$ cat src/rtl/prp_pkg.sv
// types, constants and helper functions for the capture record byte parser
// used by every module of the block; no dependencies of its own
`default_nettype none

package prp_pkg;

    localparam int TIME_BYTES   = 8;
    localparam int LENGTH_BYTES = 4;
    localparam int SKIP_BYTES   = 16;
    localparam int Q_DEPTH      = 2;

    localparam int CFG_IDX_W = 8;
    localparam int CFG_DAT_W = 16;

    localparam logic [CFG_IDX_W-1:0] CFG_STRIP   = CFG_IDX_W'(0);
    localparam logic [CFG_IDX_W-1:0] CFG_MAX_PAY = CFG_IDX_W'(1);

    typedef enum logic [1:0] {
        PH_TIME    = 2'd0,
        PH_CAPLEN  = 2'd1,
        PH_ORIGLEN = 2'd2,
        PH_PAYLOAD = 2'd3
    } t_phase;

    typedef enum logic [1:0] {
        ST_BUSY     = 2'd0,
        ST_DONE     = 2'd1,
        ST_OVERSIZE = 2'd2
    } t_status;

    typedef enum logic [1:0] {
        FLD_NONE = 2'd0,
        FLD_TIME = 2'd1,
        FLD_ORIG = 2'd2
    } t_field;

    // one classified byte, as handed from the front to the back
    typedef struct packed {
        t_status     status;
        logic        header_done;
        logic        payload_valid;
        logic [7:0]  payload_byte;
        logic [15:0] payload_index;
        t_field      field;
        logic [2:0]  lane;
        logic        orig_end;
        logic [7:0]  data;
        logic [31:0] cap_len;
    } t_entry;

    // phase events seen by the next-state logic
    typedef struct packed {
        logic field_end;
        logic rec_end;
    } t_ph_ev;

    function automatic logic [31:0] put_lane32(input logic [31:0] v,
                                               input logic [1:0]  lane,
                                               input logic [7:0]  b);
        logic [31:0] r;
        r = v;
        r[lane*8 +: 8] = b;
        return r;
    endfunction

    // saturating removal of the link encapsulation
    function automatic logic [31:0] adjust_len(input logic [31:0] v,
                                               input logic        strip);
        logic [31:0] r;
        r = v;
        if (strip) begin
            r = (v > 32'(SKIP_BYTES)) ? v - 32'(SKIP_BYTES) : 32'd0;
        end
        return r;
    endfunction

endpackage

`default_nettype wire

$ cat src/rtl/prp_front.sv
// front part: accepts bytes, tracks header phase, captured length and payload count
// depends on prp_pkg
`default_nettype none

module prp_front
    import prp_pkg::*;
(
    input  wire logic        i_clk,
    input  wire logic        i_rst_n,
    input  wire logic        i_push,
    input  wire logic [7:0]  i_data_byte,
    input  wire logic        i_strip,
    input  wire logic [15:0] i_max_payload,
    output t_entry           o_entry
);

    t_phase      r_phase, n_phase;
    logic [15:0] r_pos, n_pos;
    logic [4:0]  r_skip, n_skip;
    logic [31:0] r_cap, n_cap;
    t_ph_ev      ev;

    // datapath and classification
    always_comb begin
        logic [15:0] pos_nx;
        logic [31:0] cap_w;
        pos_nx = r_pos + 16'd1;
        cap_w  = put_lane32(r_cap, r_pos[1:0], i_data_byte);

        n_pos  = r_pos;
        n_skip = r_skip;
        n_cap  = r_cap;
        ev     = '0;

        o_entry               = '0;
        o_entry.status        = ST_BUSY;
        o_entry.field         = FLD_NONE;
        o_entry.data          = i_data_byte;

        unique case (r_phase)
            PH_TIME: begin
                o_entry.field = FLD_TIME;
                o_entry.lane  = r_pos[2:0];
                ev.field_end  = (pos_nx >= 16'(TIME_BYTES));
                n_pos         = ev.field_end ? 16'd0 : pos_nx;
            end
            PH_CAPLEN: begin
                ev.field_end = (pos_nx >= 16'(LENGTH_BYTES));
                n_pos        = ev.field_end ? 16'd0 : pos_nx;
                n_cap        = ev.field_end ? adjust_len(cap_w, i_strip) : cap_w;
            end
            PH_ORIGLEN: begin
                o_entry.field = FLD_ORIG;
                o_entry.lane  = {1'b0, r_pos[1:0]};
                ev.field_end  = (pos_nx >= 16'(LENGTH_BYTES));
                n_pos         = ev.field_end ? 16'd0 : pos_nx;
                if (ev.field_end) begin
                    o_entry.orig_end    = 1'b1;
                    o_entry.header_done = 1'b1;
                    n_skip              = 5'd0;
                    if (r_cap > {16'd0, i_max_payload}) begin
                        o_entry.status = ST_OVERSIZE;
                        ev.rec_end     = 1'b1;
                    end else if (r_cap == 32'd0) begin
                        o_entry.status = ST_DONE;
                        ev.rec_end     = 1'b1;
                    end
                end
            end
            PH_PAYLOAD: begin
                if (i_strip && (r_skip < 5'(SKIP_BYTES))) begin
                    n_skip = r_skip + 5'd1;
                end else begin
                    o_entry.payload_valid = 1'b1;
                    o_entry.payload_byte  = i_data_byte;
                    o_entry.payload_index = r_pos;
                    n_pos                 = pos_nx;
                    // a wrapped index also ends the record
                    if (({16'd0, pos_nx} >= r_cap) || (pos_nx == 16'd0)) begin
                        o_entry.status = ST_DONE;
                        ev.rec_end     = 1'b1;
                        n_pos          = 16'd0;
                        n_skip         = 5'd0;
                    end
                end
            end
            default: begin
                n_pos = r_pos;
            end
        endcase

        o_entry.cap_len = n_cap;
    end

    // next phase
    always_comb begin
        n_phase = r_phase;
        unique case (r_phase)
            PH_TIME:    if (ev.field_end) n_phase = PH_CAPLEN;
            PH_CAPLEN:  if (ev.field_end) n_phase = PH_ORIGLEN;
            PH_ORIGLEN: if (ev.field_end) n_phase = ev.rec_end ? PH_TIME : PH_PAYLOAD;
            PH_PAYLOAD: if (ev.rec_end)   n_phase = PH_TIME;
            default:    n_phase = PH_TIME;
        endcase
    end

    always_ff @(posedge i_clk) begin
        if (!i_rst_n) begin
            r_phase <= PH_TIME;
            r_pos   <= 16'd0;
            r_skip  <= 5'd0;
            r_cap   <= 32'd0;
        end else if (i_push) begin
            r_phase <= n_phase;
            r_pos   <= n_pos;
            r_skip  <= n_skip;
            r_cap   <= n_cap;
        end
    end

endmodule

`default_nettype wire

$ cat src/rtl/prp_queue.sv
// short queue between front and back, holding classified beats
// depends on prp_pkg
`default_nettype none

module prp_queue
    import prp_pkg::*;
(
    input  wire logic   i_clk,
    input  wire logic   i_rst_n,
    input  wire logic   i_push,
    input  wire t_entry i_entry,
    output logic        o_full,
    input  wire logic   i_pop,
    output logic        o_empty,
    output t_entry      o_entry
);

    localparam int PTR_W = (Q_DEPTH > 1) ? $clog2(Q_DEPTH) : 1;
    localparam int CNT_W = $clog2(Q_DEPTH + 1);

    t_entry             r_mem [Q_DEPTH];
    logic [PTR_W-1:0]   r_wr, r_rd;
    logic [CNT_W-1:0]   r_cnt;

    assign o_full  = (r_cnt == CNT_W'(Q_DEPTH));
    assign o_empty = (r_cnt == '0);
    assign o_entry = r_mem[r_rd];

    function automatic logic [PTR_W-1:0] ptr_inc(input logic [PTR_W-1:0] p);
        return (p == PTR_W'(Q_DEPTH - 1)) ? '0 : p + PTR_W'(1);
    endfunction

    always_ff @(posedge i_clk) begin
        if (i_push) begin
            r_mem[r_wr] <= i_entry;
        end
    end

    always_ff @(posedge i_clk) begin
        if (!i_rst_n) begin
            r_wr  <= '0;
            r_rd  <= '0;
            r_cnt <= '0;
        end else begin
            if (i_push) r_wr <= ptr_inc(r_wr);
            if (i_pop)  r_rd <= ptr_inc(r_rd);
            if (i_push && !i_pop)      r_cnt <= r_cnt + CNT_W'(1);
            else if (i_pop && !i_push) r_cnt <= r_cnt - CNT_W'(1);
        end
    end

`ifndef ASSERT_OFF
    a_cnt_range: assert property (@(posedge i_clk) disable iff (!i_rst_n)
        r_cnt <= CNT_W'(Q_DEPTH))
        else $error("queue count out of range");
    a_no_overflow: assert property (@(posedge i_clk) disable iff (!i_rst_n)
        !(i_push && o_full))
        else $error("push into full queue");
    a_no_underflow: assert property (@(posedge i_clk) disable iff (!i_rst_n)
        !(i_pop && o_empty))
        else $error("pop from empty queue");
    a_ptr_track: assert property (@(posedge i_clk) disable iff (!i_rst_n)
        (o_empty || o_full) |-> (r_wr == r_rd))
        else $error("queue pointers disagree with count");
`endif

endmodule

`default_nettype wire

$ cat src/rtl/prp_back.sv
// back part: assembles timestamp and original length, holds the result register
// depends on prp_pkg
`default_nettype none

module prp_back
    import prp_pkg::*;
(
    input  wire logic         i_clk,
    input  wire logic         i_rst_n,
    input  wire logic         i_empty,
    input  wire t_entry       i_entry,
    output logic              o_pop,
    input  wire logic         i_strip,
    output logic              o_out_valid,
    input  wire logic         i_out_ready,
    output logic [1:0]        o_status,
    output logic              o_header_done,
    output logic              o_payload_valid,
    output logic [7:0]        o_payload_byte,
    output logic [15:0]       o_payload_index,
    output logic [31:0]       o_captured_length,
    output logic [31:0]       o_original_length,
    output logic [63:0]       o_timestamp
);

    logic        r_valid;
    t_entry      r_out;
    logic [63:0] r_time, n_time;
    logic [31:0] r_orig, n_orig;

    // next beat may load once the result register is free or being taken
    assign o_pop = !i_empty && (!r_valid || i_out_ready);

    always_comb begin
        logic [31:0] orig_w;
        n_time = r_time;
        orig_w = put_lane32(r_orig, i_entry.lane[1:0], i_entry.data);
        n_orig = r_orig;
        if (i_entry.field == FLD_TIME) begin
            n_time[i_entry.lane*8 +: 8] = i_entry.data;
        end
        if (i_entry.field == FLD_ORIG) begin
            n_orig = i_entry.orig_end ? adjust_len(orig_w, i_strip) : orig_w;
        end
    end

    always_ff @(posedge i_clk) begin
        if (!i_rst_n) begin
            r_valid <= 1'b0;
            r_time  <= 64'd0;
            r_orig  <= 32'd0;
        end else begin
            if (o_pop) begin
                r_valid <= 1'b1;
                r_time  <= n_time;
                r_orig  <= n_orig;
            end else if (i_out_ready) begin
                r_valid <= 1'b0;
            end
        end
    end

    always_ff @(posedge i_clk) begin
        if (o_pop) begin
            r_out <= i_entry;
        end
    end

    assign o_out_valid       = r_valid;
    assign o_status          = r_out.status;
    assign o_header_done     = r_out.header_done;
    assign o_payload_valid   = r_out.payload_valid;
    assign o_payload_byte    = r_out.payload_byte;
    assign o_payload_index   = r_out.payload_index;
    assign o_captured_length = r_out.cap_len;
    assign o_original_length = r_orig;
    assign o_timestamp       = r_time;

endmodule

`default_nettype wire

$ cat src/rtl/pcap_record_byte_parser.sv
// capture record byte parser: one input byte gives one result beat
// a byte accepted is registered in the queue, then in the result register, before it shows
// one byte per cycle unless stalled, bounded by front state update and result register
// o_in_ready drops only when the two-entry queue is full behind a stalled output
// reset (i_rst_n low, synchronous) clears phase, counters, header registers; config to defaults
`default_nettype none

module pcap_record_byte_parser
    import prp_pkg::*;
(
    input  wire logic                 i_clk,
    input  wire logic                 i_rst_n,
    input  wire logic                 i_in_valid,
    output logic                      o_in_ready,
    input  wire logic [7:0]           i_data_byte,
    input  wire logic                 i_cfg_valid,
    output logic                      o_cfg_ready,
    input  wire logic [CFG_IDX_W-1:0] i_cfg_index,
    input  wire logic [CFG_DAT_W-1:0] i_cfg_data,
    output logic                      o_out_valid,
    input  wire logic                 i_out_ready,
    output logic [1:0]                o_status,
    output logic                      o_header_done,
    output logic                      o_payload_valid,
    output logic [7:0]                o_payload_byte,
    output logic [15:0]               o_payload_index,
    output logic [31:0]               o_captured_length,
    output logic [31:0]               o_original_length,
    output logic [63:0]               o_timestamp
);

    logic        r_strip;
    logic [15:0] r_max_payload;
    logic        q_full, q_empty, push, pop;
    t_entry      front_entry, back_entry;

    assign o_cfg_ready = 1'b1;

    always_ff @(posedge i_clk) begin
        if (!i_rst_n) begin
            r_strip       <= 1'b0;
            r_max_payload <= 16'hFFFF;
        end else if (i_cfg_valid) begin
            // unknown indices are ignored
            if (i_cfg_index == CFG_STRIP)   r_strip       <= i_cfg_data[0];
            if (i_cfg_index == CFG_MAX_PAY) r_max_payload <= i_cfg_data;
        end
    end

    assign o_in_ready = !q_full;
    assign push       = i_in_valid && !q_full;

    prp_front u_front (
        .i_clk         (i_clk),
        .i_rst_n       (i_rst_n),
        .i_push        (push),
        .i_data_byte   (i_data_byte),
        .i_strip       (r_strip),
        .i_max_payload (r_max_payload),
        .o_entry       (front_entry)
    );

    prp_queue u_queue (
        .i_clk   (i_clk),
        .i_rst_n (i_rst_n),
        .i_push  (push),
        .i_entry (front_entry),
        .o_full  (q_full),
        .i_pop   (pop),
        .o_empty (q_empty),
        .o_entry (back_entry)
    );

    prp_back u_back (
        .i_clk             (i_clk),
        .i_rst_n           (i_rst_n),
        .i_empty           (q_empty),
        .i_entry           (back_entry),
        .o_pop             (pop),
        .i_strip           (r_strip),
        .o_out_valid       (o_out_valid),
        .i_out_ready       (i_out_ready),
        .o_status          (o_status),
        .o_header_done     (o_header_done),
        .o_payload_valid   (o_payload_valid),
        .o_payload_byte    (o_payload_byte),
        .o_payload_index   (o_payload_index),
        .o_captured_length (o_captured_length),
        .o_original_length (o_original_length),
        .o_timestamp       (o_timestamp)
    );

endmodule

`default_nettype wire

$ cat config.mk
export PLATFORM = sky130hd
export DESIGN_NAME = pcap_record_byte_parser
export DESIGN_NICKNAME = d
export VERILOG_FILES = /design/src/rtl/prp_pkg.sv /design/src/rtl/prp_front.sv /design/src/rtl/prp_queue.sv /design/src/rtl/prp_back.sv /design/src/rtl/pcap_record_byte_parser.sv
export SDC_FILE = /design/constraint.sdc
export NUM_CORES = 1
export LEC_CHECK = 0
export ABC_AREA = 1
export ABC_CLOCK_PERIOD_IN_PS = 5900
export BUFFER_PORTS_ARGS = -buffer_cell sky130_fd_sc_hd__buf_2
export CAP_MARGIN = 10
export CORE_MARGIN = 10
export CORE_UTILIZATION = 40
export DETAILED_ROUTE_END_ITERATION = 16
export SLEW_MARGIN = 20
export SYNTH_ARGS = -nofsm -noshare
export SYNTH_HDL_FRONTEND = slang
export SYNTH_SLANG_ARGS = --single-unit
$ cat constraint.sdc
create_clock -name i_clk -period 5.9 [get_ports i_clk]
set_clock_uncertainty 0.1 [all_clocks]
set_input_delay 1.475 -clock i_clk [delete_from_list [all_inputs] [get_ports i_clk]]
set_output_delay 1.475 -clock i_clk [all_outputs]
set_load 0.01 [all_outputs]
==> results.py <==
metrics = {
    "clock_network": {
        "cts_max_path_buffers": 3,
        "numCtsBuffers": 42,
        "cts.sinks": 380,
        "cts_resized": 0,
        "hold_buffers": 0,
        "cts-root-buf": "clkbuf_16",
        "cts_setup_buffers": 0,
        "clk-insertion-delay-late_ns": 0.57,
        "cts.clk_slew.worst_paths_ns": 0.06,
        "cts_tree": "built",
        "h-tree-depth": 2,
    },
    "worst_setup_path": {
        "timing.reg2reg.setup_slack_ns": 1.55,
        "r2r_end": "u_back.o_original_length[29]$_SDFFE_PN0P_",
        "crit_top_cell": "nand2_1",
        "cp.required_ns": 6.28,
        "startpoint_type": "register",
        "path_class": "reg -> reg",
        "crit_arrival_ns": 4.73,
        "ff2ff_path_depth": 19,
        "crit_path_top_delay_cell": "ha_1",
        "end_kind": "register",
        "path_max_fanout": 43,
        "crit_chain": "inv_2 > buf_4 > nand2_1 > nand2_1 > buf_4 > inv_1 > ha_1 > nand2_1 > inv_1 > nand2_1 > nand2_1 > inv_1 > nand2_1 > nor2_1 > nand3_1 > nor2_2 > a21oi_4 > nand3_1 > a21oi_1",
        "slowest_delay_ns": 0.81,
    },
    "min_path": {
        "hold_end": "r_max_payload[4]$_SDFFE_PN1P_",
        "hold_depth": 2,
        "hold_class": "reg -> reg",
        "holdCritStartpoint": "r_max_payload[4]$_SDFFE_PN1P_",
    },
    "detailed_routing": {
        "routedWlPerCell_um": 18.4,
        "first_pass_iters": 6,
        "dr_total_vias": 16714,
        "first_iter_violations": 1462,
        "wl_um": 58700,
        "ant_nets": 0,
        "route.detailed.drc": 0,
        "vias_per_cell": 5.24,
    },
    "layout": {
        "layout_commonest_cell": "nand2_1",
        "antenna_cells": 0,
        "final_nets": 2633,
        "area_growth_pct": 14.5,
        "layout_common_cells": "639 x nand2_1, 252 x inv_1, 241 x nor2_1, 206 x edfxtp_1, 194 x buf_2",
        "drive_above_1_share_pct": 14.0,
    },
    "global_routing": {
        "grt_overflow": 0,
        "grt_max_degree": 82,
        "grt_pass1_vias": 16088,
        "gr-usage-all-layers_pct": 20.4,
        "grt_pass1_wl_um": 92300,
        "antenna_found_initial": 1,
    },
    "timing": {
        "hold_viol": 0,
        "fin_tns_setup_ns": 0,
        "slew-limit-headroom_pct": 29.4,
        "slew_viol_final": 0,
        "final.min_clock_period_ns": 4.35,
        "worst_pin_slew_ns": 1.05,
        "max_freq_mhz": 230,
        "setup_viol": 0,
        "fin_crit_sh_pct": 73.7,
        "grt_setup_unrepaired": "false",
    },
    "floorplan": {
        "dieWidth_um": 239,
        "dieArea_sq_um": 57100,
        "start_util_pct": 40.3,
        "dieHeight_um": 239,
        "ios": 196,
        "rows": 80,
        "core_sq_um": 47500,
    },
    "flow_run": {
        "max_cap_viol_count": 0,
    },
    "logic_synthesis": {
        "seq_area_frac_synth_pct": 50.5,
        "avgSynthCellArea_sq_um": 8.06,
        "synth_area_sq_um": 19200,
        "synthFlopType": "edfxtp_1",
        "yosys.cell_types.count": 55,
        "synth_seq_cells": 380,
        "yosysWarningCount": 0,
        "synth_nets": 2469,
        "synthArstFlopShare_pct": 0,
        "synth_edf_count": 206,
        "syn_inst": 2378,
    },
    "power": {
        "ir_worst_vdd_v": 0.000232,
        "leakage_nw": 10.0,
        "power_density_nw_per_um2": 468,
        "design_power_total_mw": 10.3,
    },
    "place": {
        "hpwlAfterDp_um": 43300,
        "finalWeightedCongestion": 0.962,
        "io_buffers": 194,
    },
    "outcome": {
        "status": "complete, no violations",
    },
}
## logic make-up after synthesis
| group | synth area share, % |
|---|---|
| simple gates | 27.4 |
| mux | 0.176 |
| buf+inv | 7.65 |
| xor+xnor | 0.549 |
| compound gates | 10.2 |
| flops | 50.5 |
| other cells | 0.0196 |
| fa+ha+maj | 3.53 |
## cell type report
class                           instances  area [sq um]
Fill cell                            4668         25600
Sequential cell                       380          9670
Timing Repair Buffer                  211          1120
Multi-Input combinational cell       1638          8050
Clock inverter                         30           213
Tap cell                              615           769
Clock buffer                           48          1100
Inverter                              269          1010
## where the power goes
part	switching [mW]	total (mW)	leakage, nW	internal (mW)
logic	2.92	3.97	5.99	1.05
clock network	1.11	2.51	0.640	1.40
registers	0.247	3.78	3.39	3.54
## flip-flops by register name, summed over array words and instances, names as in the netlist, 8 cells and up, named ones only
name / flops
r_max_payload: 16
u_front.r_pos: 16
u_back.o_timestamp: 64
u_back.o_original_length: 32
u_front.r_cap: 32
u_back.o_payload_byte: 8
u_back.o_payload_index: 16
u_back.o_captured_length: 32
u_queue.r_mem: 146
## synthesized netlist by cell type (2+ instances only)
cell      number  area (sq um)
nor2_4         9           101
a21oi_2        2          17.5
edfxtp_1     206          6190
a21boi_1       4          30.0
nand2_1      640          2400
nor3_2         3          30.0
o211a_1        4          40.0
o21ai_1       40           200
nor2_2        20           125
xor2_1         9          78.8
nand3_2        4          40.0
nand3_1      180           901
xnor2_1        3          26.3
o21a_1         2          15.0
nor3_1        30           150
a22oi_1        7          52.6
ha_1          54           676
nand4_1       51           319
buf_2         14          70.1
nand3b_1       9          67.6
nor4_1         2          12.5
or2_2          4          25.0
inv_1        252           946
inv_2         15          56.3
o21ai_0      101           505
a21o_1         3          22.5
clkinv_1       2          7.51
dfxtp_1      174          3480
o22ai_1       15          93.8
buf_6          9           101
o21ai_2        6          52.6
a21oi_1      151           756
o211ai_1       4          30.0
clkbuf_1      60           225
buf_4          8          60.1
a21boi_0       3          22.5
nor2_1       243           912
o21bai_1       9          67.6
nand2_2        9          56.3
mux2i_1        2          20.0
## metrics by stage
step / setup WS, ns / area, sq um / instances / hold WS [ns] / util, %
detailed placement: 1.60 / 20600 / 3113 / 0.347 / 43.4
CTS: 1.58 / 21900 / 3191 / 0.359 / 46.1
finish: 1.55 / 21900 / 3191 / 0.357 / 46.1
global placement: 1.63 / 20600 / 3113 / 0.337 / 43.4
floorplan: 0.341 / 19200 / 2378 / 0.326 / -
global route: 1.10 / 21900 / 3191 / 0.385 / 46.1
## worst max path at each step
stage / start / end / slack, ns / cells after the start
floorplan: i_in_valid / u_queue.r_mem[1][0]$_DFFE_PP_ / 0.34 / 3
global placement: register / u_back.o_original_length[9]$_SDFFE_PN0P_ / 1.63 / 16
detailed placement: register / u_back.o_original_length[5]$_SDFFE_PN0P_ / 1.60 / 19
CTS: register / u_back.o_original_length[29]$_SDFFE_PN0P_ / 1.58 / 19
global route: register / u_back.o_original_length[22]$_SDFFE_PN0P_ / 1.10 / 19
finish: register / u_back.o_original_length[29]$_SDFFE_PN0P_ / 1.55 / 19
## critical path: cells and delay by family, from the launching register on
family | cells | cell delay [ns]
flip-flops | 1 | 0.32
buffers and inverters | 6 | 1.08
adder cells (fa/ha/maj) | 1 | 0.81
AO/OA/AOI/OAI | 2 | 0.76
AND/OR/NAND/NOR | 10 | 1.16
## routing by layer
layer  vias to the layer above  wire length [um]  global-route usage, %  share of wire, %
met3                        84              3410                   3.41               5.8
met1                      7946             25000                   25.9                43
li1                       8191                 -                      -                 -
met2                       491             29100                   35.3                50
met5                         -                11                      0             0.019
met4                         2              1100                   4.83               1.9
Note: power is estimated with default switching activity, not from simulation.
